--- src/rtl/hkb_pkg.sv ---
package hkb_pkg;

  localparam int MaxEntriesDefault = 16;
  localparam logic [4:0] MaxCapReset = 5'd10;
  localparam logic [4:0] CapFieldMax = 5'd31;

  localparam logic CmdUpdate   = 1'b0;
  localparam logic CmdEstimate = 1'b1;

  localparam logic [1:0] RegThreshold = 2'd0;
  localparam logic [1:0] RegMaxCap    = 2'd1;
  localparam logic [1:0] RegPool      = 2'd2;

  // controller to datapath
  typedef struct packed {
    logic load;       // capture input word, start match
    logic div_start;  // launch the divider
    logic apply;      // commit the update / estimate
  } hkb_cmd_t;

  // datapath to controller
  typedef struct packed {
    logic need_div;   // update misses and the bucket is full
    logic div_done;
  } hkb_stat_t;

endpackage

--- src/rtl/hkb_div.sv ---
module hkb_div (
  input  logic        clk,
  input  logic        rst,
  input  logic        start,
  input  logic [31:0] dividend,
  input  logic [31:0] divisor,
  output logic [31:0] quotient,
  output logic        done
);
  import hkb_pkg::*;

  logic [31:0] rem;
  logic [31:0] quo;
  logic [5:0]  step;
  logic        busy;
  logic [32:0] trial;

  assign trial = {rem, quo[31]} - {1'b0, divisor};

  // restoring division, one quotient bit per cycle
  always_ff @(posedge clk) begin
    if (rst) begin
      busy <= 1'b0;
      done <= 1'b0;
      step <= '0;
    end else begin
      done <= 1'b0;
      if (start) begin
        busy <= 1'b1;
        step <= '0;
        rem  <= '0;
        quo  <= dividend;
      end else if (busy) begin
        if (!trial[32]) begin
          rem <= trial[31:0];
          quo <= {quo[30:0], 1'b1};
        end else begin
          rem <= {rem[30:0], quo[31]};
          quo <= {quo[30:0], 1'b0};
        end
        step <= step + 6'd1;
        if (step == 6'd31) begin
          busy <= 1'b0;
          done <= 1'b1;
        end
      end
    end
  end

  // a zero divisor gives all ones naturally from restoring division
  assign quotient = quo;

endmodule

--- src/rtl/hkb_ctrl.sv ---
module hkb_ctrl (
  input  logic              clk,
  input  logic              rst,
  input  logic              in_valid,
  output logic              in_ready,
  input  logic              out_free,
  input  hkb_pkg::hkb_stat_t stat,
  output hkb_pkg::hkb_cmd_t  cmd
);
  import hkb_pkg::*;

  localparam logic [1:0] StIdle  = 2'd0;
  localparam logic [1:0] StCheck = 2'd1;
  localparam logic [1:0] StDiv   = 2'd2;
  localparam logic [1:0] StApply = 2'd3;

  logic [1:0] state;
  logic [1:0] state_next;

  // take no word while reset is held
  assign in_ready = (state == StIdle) && !rst;

  always_comb begin
    state_next    = state;
    cmd           = '0;
    unique case (state)
      StIdle: begin
        if (in_valid) begin
          cmd.load   = 1'b1;
          state_next = StCheck;
        end
      end
      StCheck: begin
        if (stat.need_div) begin
          cmd.div_start = 1'b1;
          state_next    = StDiv;
        end else begin
          state_next = StApply;
        end
      end
      StDiv: begin
        if (stat.div_done) state_next = StApply;
      end
      StApply: begin
        if (out_free) begin
          cmd.apply  = 1'b1;
          state_next = StIdle;
        end
      end
      default: state_next = StIdle;
    endcase
  end

  always_ff @(posedge clk) begin
    if (rst) state <= StIdle;
    else     state <= state_next;
  end

endmodule

--- src/rtl/hkb_dp.sv ---
module hkb_dp #(
  parameter int MAX_ENTRIES = hkb_pkg::MaxEntriesDefault
) (
  input  logic              clk,
  input  logic              rst,
  input  hkb_pkg::hkb_cmd_t  cmd,
  output hkb_pkg::hkb_stat_t stat,
  input  logic              cfg_we,
  input  logic [1:0]        cfg_index,
  input  logic [31:0]       cfg_data,
  input  logic              in_cmd,
  input  logic [31:0]       in_key,
  input  logic [31:0]       in_use,
  output logic [4:0]        res_granted,
  output logic [31:0]       res_estimate
);
  import hkb_pkg::*;

  localparam int IW = $clog2(MAX_ENTRIES);
  localparam int CW = $clog2(MAX_ENTRIES + 1);

  logic [31:0] threshold;
  logic [4:0]  max_capacity;
  logic [31:0] pool_cells;

  logic [31:0] total_count, error_count;
  logic [4:0]  capacity;
  logic [31:0] entry_key   [MAX_ENTRIES];
  logic [31:0] entry_count [MAX_ENTRIES];
  logic [MAX_ENTRIES-1:0] entry_valid;

  logic        r_cmd;
  logic [31:0] r_key, r_use;

  logic [MAX_ENTRIES-1:0] hit_vec;
  logic        hit;
  logic [IW-1:0] hit_idx, free_idx;
  logic        has_free;
  logic [CW-1:0] n_valid;

  logic [31:0] quotient;
  logic        div_done;

  // configuration writes
  always_ff @(posedge clk) begin
    if (rst) begin
      threshold    <= 32'd1;
      max_capacity <= MaxCapReset;
      pool_cells   <= '0;
    end else if (cfg_we) begin
      case (cfg_index)
        RegThreshold: threshold    <= cfg_data;
        RegMaxCap:    max_capacity <= cfg_data[4:0];
        RegPool:      pool_cells   <= cfg_data;
        default: ;
      endcase
    end
  end

  // capture the input word
  always_ff @(posedge clk) begin
    if (cmd.load) begin
      r_cmd <= in_cmd;
      r_key <= in_key;
      r_use <= in_use;
    end
  end

  // parallel match, first free slot, occupancy
  always_comb begin
    hit_idx  = '0;
    free_idx = '0;
    has_free = 1'b0;
    n_valid  = '0;
    for (int i = MAX_ENTRIES - 1; i >= 0; i--) begin
      hit_vec[i] = entry_valid[i] && (entry_key[i] == r_key);
      if (hit_vec[i]) hit_idx = IW'(i);
      if (!entry_valid[i]) begin
        free_idx = IW'(i);
        has_free = 1'b1;
      end
    end
    for (int i = 0; i < MAX_ENTRIES; i++)
      n_valid = n_valid + CW'(entry_valid[i]);
  end
  assign hit = |hit_vec;

  logic room;
  assign room = ({{(32-CW){1'b0}}, n_valid} < {27'd0, capacity});

  assign stat.need_div = (r_cmd == CmdUpdate) && !hit && !room;
  assign stat.div_done = div_done;

  logic [31:0] total_inc;
  assign total_inc = (total_count == '1) ? total_count : total_count + 32'd1;

  // divide the already incremented total
  hkb_div u_div (
    .clk(clk), .rst(rst), .start(cmd.div_start),
    .dividend(total_inc), .divisor(threshold),
    .quotient(quotient), .done(div_done)
  );

  // growth: want = (k+1)(k+2)-1 limited; small k suffices since limit <= 31
  logic [4:0]  lim;
  logic [4:0]  want;
  logic [4:0]  delta;
  logic [31:0] avail;
  logic [4:0]  granted;
  always_comb begin
    lim = max_capacity;
    if (MAX_ENTRIES < 31 && {27'd0, lim} > 32'(MAX_ENTRIES)) lim = 5'(MAX_ENTRIES);
    if (quotient >= 32'd5) want = lim;
    else begin
      case (quotient[2:0])
        3'd0:    want = 5'd1;
        3'd1:    want = 5'd5;
        3'd2:    want = 5'd11;
        3'd3:    want = 5'd19;
        default: want = 5'd29;
      endcase
      if (want > lim) want = lim;
    end
    avail = pool_cells - r_use;
    delta = (want > capacity) ? want - capacity : 5'd0;
    if ({27'd0, delta} > avail) delta = avail[4:0];
    granted = (r_use >= pool_cells) ? 5'd0 : delta;
  end

  logic [32:0] est_sum;
  assign est_sum = {1'b0, error_count} + (hit ? {1'b0, entry_count[hit_idx]} : 33'd0);

  // commit the word's effect on the bucket
  always_ff @(posedge clk) begin
    if (rst) begin
      total_count <= '0;
      error_count <= '0;
      capacity    <= '0;
      entry_valid <= '0;
    end else if (cmd.apply && r_cmd == CmdUpdate) begin
      total_count <= total_inc;
      if (hit) begin
        if (entry_count[hit_idx] != '1)
          entry_count[hit_idx] <= entry_count[hit_idx] + 32'd1;
      end else if (room || granted != 5'd0 || n_valid == '0) begin
        if (!room && granted != 5'd0) capacity <= capacity + granted;
        if (has_free) begin
          entry_valid[free_idx] <= 1'b1;
          entry_key[free_idx]   <= r_key;
          entry_count[free_idx] <= 32'd1;
        end
      end else begin
        if (error_count != '1) error_count <= error_count + 32'd1;
        for (int i = 0; i < MAX_ENTRIES; i++) begin
          if (entry_valid[i]) begin
            entry_count[i] <= entry_count[i] - 32'd1;
            if (entry_count[i] == 32'd1) entry_valid[i] <= 1'b0;
          end
        end
      end
    end
  end

  // result word
  always_ff @(posedge clk) begin
    if (cmd.apply) begin
      if (r_cmd == CmdEstimate) begin
        res_granted  <= '0;
        res_estimate <= est_sum[32] ? 32'hFFFF_FFFF : est_sum[31:0];
      end else begin
        res_granted  <= (!hit && !room) ? granted : 5'd0;
        res_estimate <= '0;
      end
    end
  end

endmodule

--- src/rtl/heavy_key_bucket_update.sv ---
// Heavy-key bucket: one bucket of an expanding heavy-key sketch.
// Input stream s_axis: tdata {cells_in_use, key} (key in the low bits),
// tuser = cmd (0 update, 1 estimate). Output stream m_axis: tdata
// {estimate, cells_granted} with cells_granted in the low bits, padded.
// Every input word yields exactly one output word.
// A hit, an add into spare room or an estimate passes through the check and
// apply states before its output word is registered; an update that must
// try to grow or decrement also runs the 32-step restoring divider between
// the check and apply states.
// One word is worked on at a time; s_axis_tready is high only when the
// block is idle, after the previous result has moved into the output
// register. The output register holds its word while m_axis_tready is
// low; the next word is then taken but its result waits for the slot.
// Configuration: cfg_we/cfg_index/cfg_data, index 0 threshold,
// 1 max_capacity, 2 pool_cells; write only while idle.
// Synchronous reset clears counts, capacity and all entry valid bits and
// restores threshold 1, max_capacity 10, pool_cells 0.
module heavy_key_bucket_update #(
  parameter int MAX_ENTRIES = hkb_pkg::MaxEntriesDefault
) (
  input  logic        clk,
  input  logic        rst,
  input  logic        cfg_we,
  input  logic [1:0]  cfg_index,
  input  logic [31:0] cfg_data,
  input  logic        s_axis_tvalid,
  output logic        s_axis_tready,
  input  logic [63:0] s_axis_tdata,   // key[31:0], cells_in_use[63:32]
  input  logic        s_axis_tuser,   // cmd
  output logic        m_axis_tvalid,
  input  logic        m_axis_tready,
  output logic [39:0] m_axis_tdata    // cells_granted[4:0], estimate[36:5], zero
);
  import hkb_pkg::*;

  hkb_cmd_t  cmd;
  hkb_stat_t stat;
  logic      out_free;
  logic [4:0]  res_granted;
  logic [31:0] res_estimate;

  assign out_free = !m_axis_tvalid || m_axis_tready;

  hkb_ctrl u_ctrl (
    .clk(clk), .rst(rst), .in_valid(s_axis_tvalid), .in_ready(s_axis_tready),
    .out_free(out_free), .stat(stat), .cmd(cmd)
  );

  hkb_dp #(.MAX_ENTRIES(MAX_ENTRIES)) u_dp (
    .clk(clk), .rst(rst), .cmd(cmd), .stat(stat),
    .cfg_we(cfg_we), .cfg_index(cfg_index), .cfg_data(cfg_data),
    .in_cmd(s_axis_tuser), .in_key(s_axis_tdata[31:0]),
    .in_use(s_axis_tdata[63:32]),
    .res_granted(res_granted), .res_estimate(res_estimate)
  );

  // output valid: set on commit, drop when taken
  always_ff @(posedge clk) begin
    if (rst) m_axis_tvalid <= 1'b0;
    else if (cmd.apply) m_axis_tvalid <= 1'b1;
    else if (m_axis_tready) m_axis_tvalid <= 1'b0;
  end

  assign m_axis_tdata = {3'd0, res_estimate, res_granted};

endmodule

--- config.mk ---
export PLATFORM = sky130hd
export DESIGN_NAME = heavy_key_bucket_update
export DESIGN_NICKNAME = d
export VERILOG_FILES = /design/src/rtl/hkb_pkg.sv /design/src/rtl/hkb_div.sv /design/src/rtl/hkb_ctrl.sv /design/src/rtl/hkb_dp.sv /design/src/rtl/heavy_key_bucket_update.sv
export SDC_FILE = /design/constraint.sdc
export NUM_CORES = 2
export LEC_CHECK = 0
export ABC_AREA = 1
export BUFFER_PORTS_ARGS = -buffer_cell sky130_fd_sc_hd__buf_2
export CORE_UTILIZATION = 50
export DETAILED_ROUTE_END_ITERATION = 12
export GPL_TIMING_DRIVEN = 0
export PLACE_DENSITY = 0.67
export SYNTH_ARGS = -nofsm -noshare
export SYNTH_HDL_FRONTEND = slang
export SYNTH_HIERARCHICAL = 1
export SYNTH_SLANG_ARGS = --single-unit
--- constraint.sdc ---
create_clock -name clk -period 9.7 [get_ports clk]
set_clock_uncertainty 0.1 [all_clocks]
set_input_delay 0.97 -clock clk [delete_from_list [all_inputs] [get_ports clk]]
set_output_delay 0.97 -clock clk [all_outputs]
set_load 0.005 [all_outputs]
==> run_results.csv <==
group,metric,value,unit
grt,overflow,0,
layout,postLayoutCoreUtil,0.567,
power_and_ir_drop,power_density,171,nW/um2
synth,ys_warn_count,6,
power_and_ir_drop,p_leak,37.9,nW
clock_network,ctsHtreeMaxLevel,4,
timing,timing.final.crit_share,1.04,
timing,tightest_slew,1800,ps
drt,drcViolationCount,0,
drt,wirelength,387000,um
grt,globalRouteTotalUtil,0.455,
hold_path,min_path_cells,1,
synth,avgSynthCellArea,8.20,um2
drt,drtAntennaViolNets,0,
grt,grt_pass1_wl,533000,um
power_and_ir_drop,p_sw,4.96,mW
clock_network,clock_latency,890,ps
worst_setup_path,setup.worst_path.end_class,"flip-flop",
die,die_y,408,um
synth,synth_edf_count,1190,
worst_setup_path,r2r_slack,-360,ps
synth,synth.top_cell.area_share,0.434,
synth,syn_area,82300,um2
timing,fin_crit,10060,ps
drt,routedWlPerCell,30.3,um
clock_network,clock-root-buffer,"clkbuf_16",
die,ios,146,
synth,synth_ff_type,"edfxtp_1",
layout,final_cell_mix,"nand2_1 (2268), edfxtp_1 (1190), nor2_1 (1169)",
layout,syn2layout_area_growth,12.4,%
timing,final_hold_viol_count,0,
worst_setup_path,cp.required,10150,ps
placed_design,place_hpwl,275000,um
worst_setup_path,slowest_delay,1230,ps
synth,synthArstFlopShare,0,
die,dieArea,166000,um2
synth,synth.distinct_cells,73,
synth,yosysSeqAreaShare,0.474,
synth,synth_top_area_cell,"edfxtp_1",
worst_setup_path,arrival,10510,ps
timing,slew_headroom,-0.205,
run_status,status,"finished with violations",
timing,hold_slack,165,ps
power_and_ir_drop,p_seq_frac,0.430,
synth,synth_seq_cells,1355,
synth,synthesis.instances,10000,
layout,drive_above_1_share,0.0941,
die,start_util,0.504,
timing,setup_violations,17,
layout,final_common_cell,"nand2_1",
drt,via_count,79000,
worst_setup_path,critPathSlowestCell,"nand3_1",
timing,setup_tns,-3330,ps
placed_design,place_congestion,1.13,
drt,first_pass_iters,9,
power_and_ir_drop,swShare,0.313,
drt,viasPerCell,6.18,
drt,drtIter0Drc,11600,
worst_setup_path,r2r_cells,31,
timing,fmax,99.4,MHz
die,num_rows,148,
clock_network,cts.reportedPaths.clkPinSlew,60,ps
layout,fillerInstances,14900,
job,cap_violations,5,
clock_network,cts_tree,"built",
grt,grt_pass1_vias,73400,
worst_setup_path,r2r_end,"u_dp/entry_count[8][19]",
power_and_ir_drop,ir_worst_vdd,0.283,mV
power_and_ir_drop,p_int,10.9,mW
hold_path,hold_class,"in -> reg",
power_and_ir_drop,pwr-share-comb,0.197,
clock_network,cts_inserted_buffers,154,
clock_network,cts_sinks,1355,
grt,antenna_found_initial,36,
synth,synthTopCellsByArea,"edfxtp_1 (43%), nand2_1 (10%), nor2_1 (5.4%), inv_1 (5.2%), dfxtp_1 (4.0%)",
timing,fin_ws,-363,ps
clock_network,clockBufferDepth,3,
worst_setup_path,crit_fanout,11,
worst_setup_path,crit_type,"reg -> reg",
power_and_ir_drop,p_clk_frac,0.373,
worst_setup_path,start_kind,"flip-flop",
hold_path,min_from,"s_axis_tdata[0]",
worst_setup_path,reg2reg_from,"u_dp/r_key[2]",
placed_design,portBuffers,142,
worst_setup_path,cpMostUsedCell,"nand2_1",
timing,drv_slew,57,
die,chipWidth,408,um
layout,fin_nets,10700,
grt,grt_max_degree,66,
die,core_area,163000,um2
hold_path,holdPathEnd,"u_dp/r_key[0]",
run_status,violations,"capacitance limit, slew limit, setup timing",
cell usage after synthesis (all sizes together), types with 9 or more instances:
cell and number:
xor2 353, ha 164, a21oi 546, nand4 205, and2 9, a31oi 26
nand3 557, o31ai 9, clkbuf 135, a22o 37, nor4 104, or2 42
nand3b 39, a221oi 20, nor3 240, o21ai 705, buf 264, o22ai 69
nor2 1203, edfxtp 1190, a211oi 49, inv 1179, o21bai 14, nand2 2328
or4 10, and3 12, nor3b 81, dfxtp 165, fa 15, xnor2 187
how the worst max path moves through the flow:
| stage | start | depth (start not counted) | endpoint |
|---|---|---|---|
| 3_5_place_dp | u_dp/r_key[22] | 48 | u_dp/res_estimate[10] |
| 4_1_cts | u_dp/r_key[20] | 51 | u_dp/res_estimate[10] |
| 6_report | u_dp/r_key[2] | 31 | u_dp/entry_count[8][19] |
| 5_1_grt | u_dp/r_key[7] | 51 | u_dp/res_estimate[10] |
| 3_3_place_gp | u_dp/r_key[29] | 21 | u_dp/u_div/busy |
| 2_1_floorplan | u_dp/entry_valid[5] | 25 | u_dp/u_div/busy |
metrics by stage:
stage	power, mW	instances	setup slack [ps]	cell area, um2
floorplan	8.63	10000	1370	82300
global placement	9.64	12400	-3010	85700
detailed placement	9.71	12400	-2130	86400
CTS	15.7	12700	9.97	92200
global route	16.2	12700	-5.72	92400
finish	15.8	12800	-363	92500
logic make-up after synthesis:
kind of cell	after synthesis	synth area share
AO/OA/AOI/OAI	1537	0.103
XOR/XNOR	540	0.0575
adder cells (fa/ha/maj)	179	0.0286
buffers and inverters	1586	0.0810
flip-flops	1355	0.474
other	1	0.0000456
AND/OR/NAND/NOR	4836	0.255
power groups by stage:
stage,Combinational [mW],Sequential (mW),Clock [mW]
6_report,3.12,6.81,5.91
5_1_grt,3.27,6.82,6.14
4_1_cts,2.98,6.81,5.93
3_5_place_dp,2.50,7.20,0
3_3_place_gp,2.43,7.21,0
2_1_floorplan,1.67,6.96,0
routing by layer:
layer	GRT usage	share of wire	vias up
li1	-	-	34600
met1	0.534	0.34	37000
met2	0.675	0.43	5852
met3	0.141	0.13	1577
met4	0.397	0.10	16
met5	0	0.00028	-
registers in the layout, indices dropped and copies added, names as in the netlist, 2 cells and up:
signal / cells
u_dp/error_count: 32
u_dp/u_div/step: 6
u_dp/entry_count: 512
u_dp/u_div/quotient: 32
u_dp/pool_cells: 32
u_dp/capacity: 5
u_ctrl/state: 2
u_dp/max_capacity: 5
u_dp/threshold: 32
u_dp/entry_valid: 16
u_dp/res_granted: 5
u_dp/total_count: 32
u_dp/r_use: 32
u_dp/entry_key: 512
u_dp/res_estimate: 32
u_dp/u_div/rem: 32
u_dp/r_key: 32
what timing repair did:
action / CTS / global route
gates resized for setup: 25 / 37
hold buffers: 0 / 0
pin swaps: 1 / 2
buffers inserted: 66 / 2
setup endpoints to repair: 666 / 32
critical path: cells and delay by family, from the launching register on:
family | cells | cell delay [ps]
and+or+nand+nor | 20 | 4370
buffers and inverters | 8 | 3390
DFF | 1 | 530
AOI/OAI and AO/OA | 3 | 1230
final cells by class:
| cell class | count | area (um2) | area share |
|---|---|---|---|
| clock inverter | 86 | 942 | 0.0102 |
| sequential | 1355 | 39000 | 0.422 |
| antenna | 45 | 113 | 0.00122 |
| clock buffer | 190 | 4070 | 0.0440 |
| timing repair buffer | 255 | 2010 | 0.0217 |
| multi-input combinational | 7095 | 36900 | 0.399 |
| inverter | 1187 | 4480 | 0.0484 |
| tap | 2175 | 2720 | 0.0294 |
| buffer | 397 | 2230 | 0.0241 |
(Power assumes the default switching activity.)
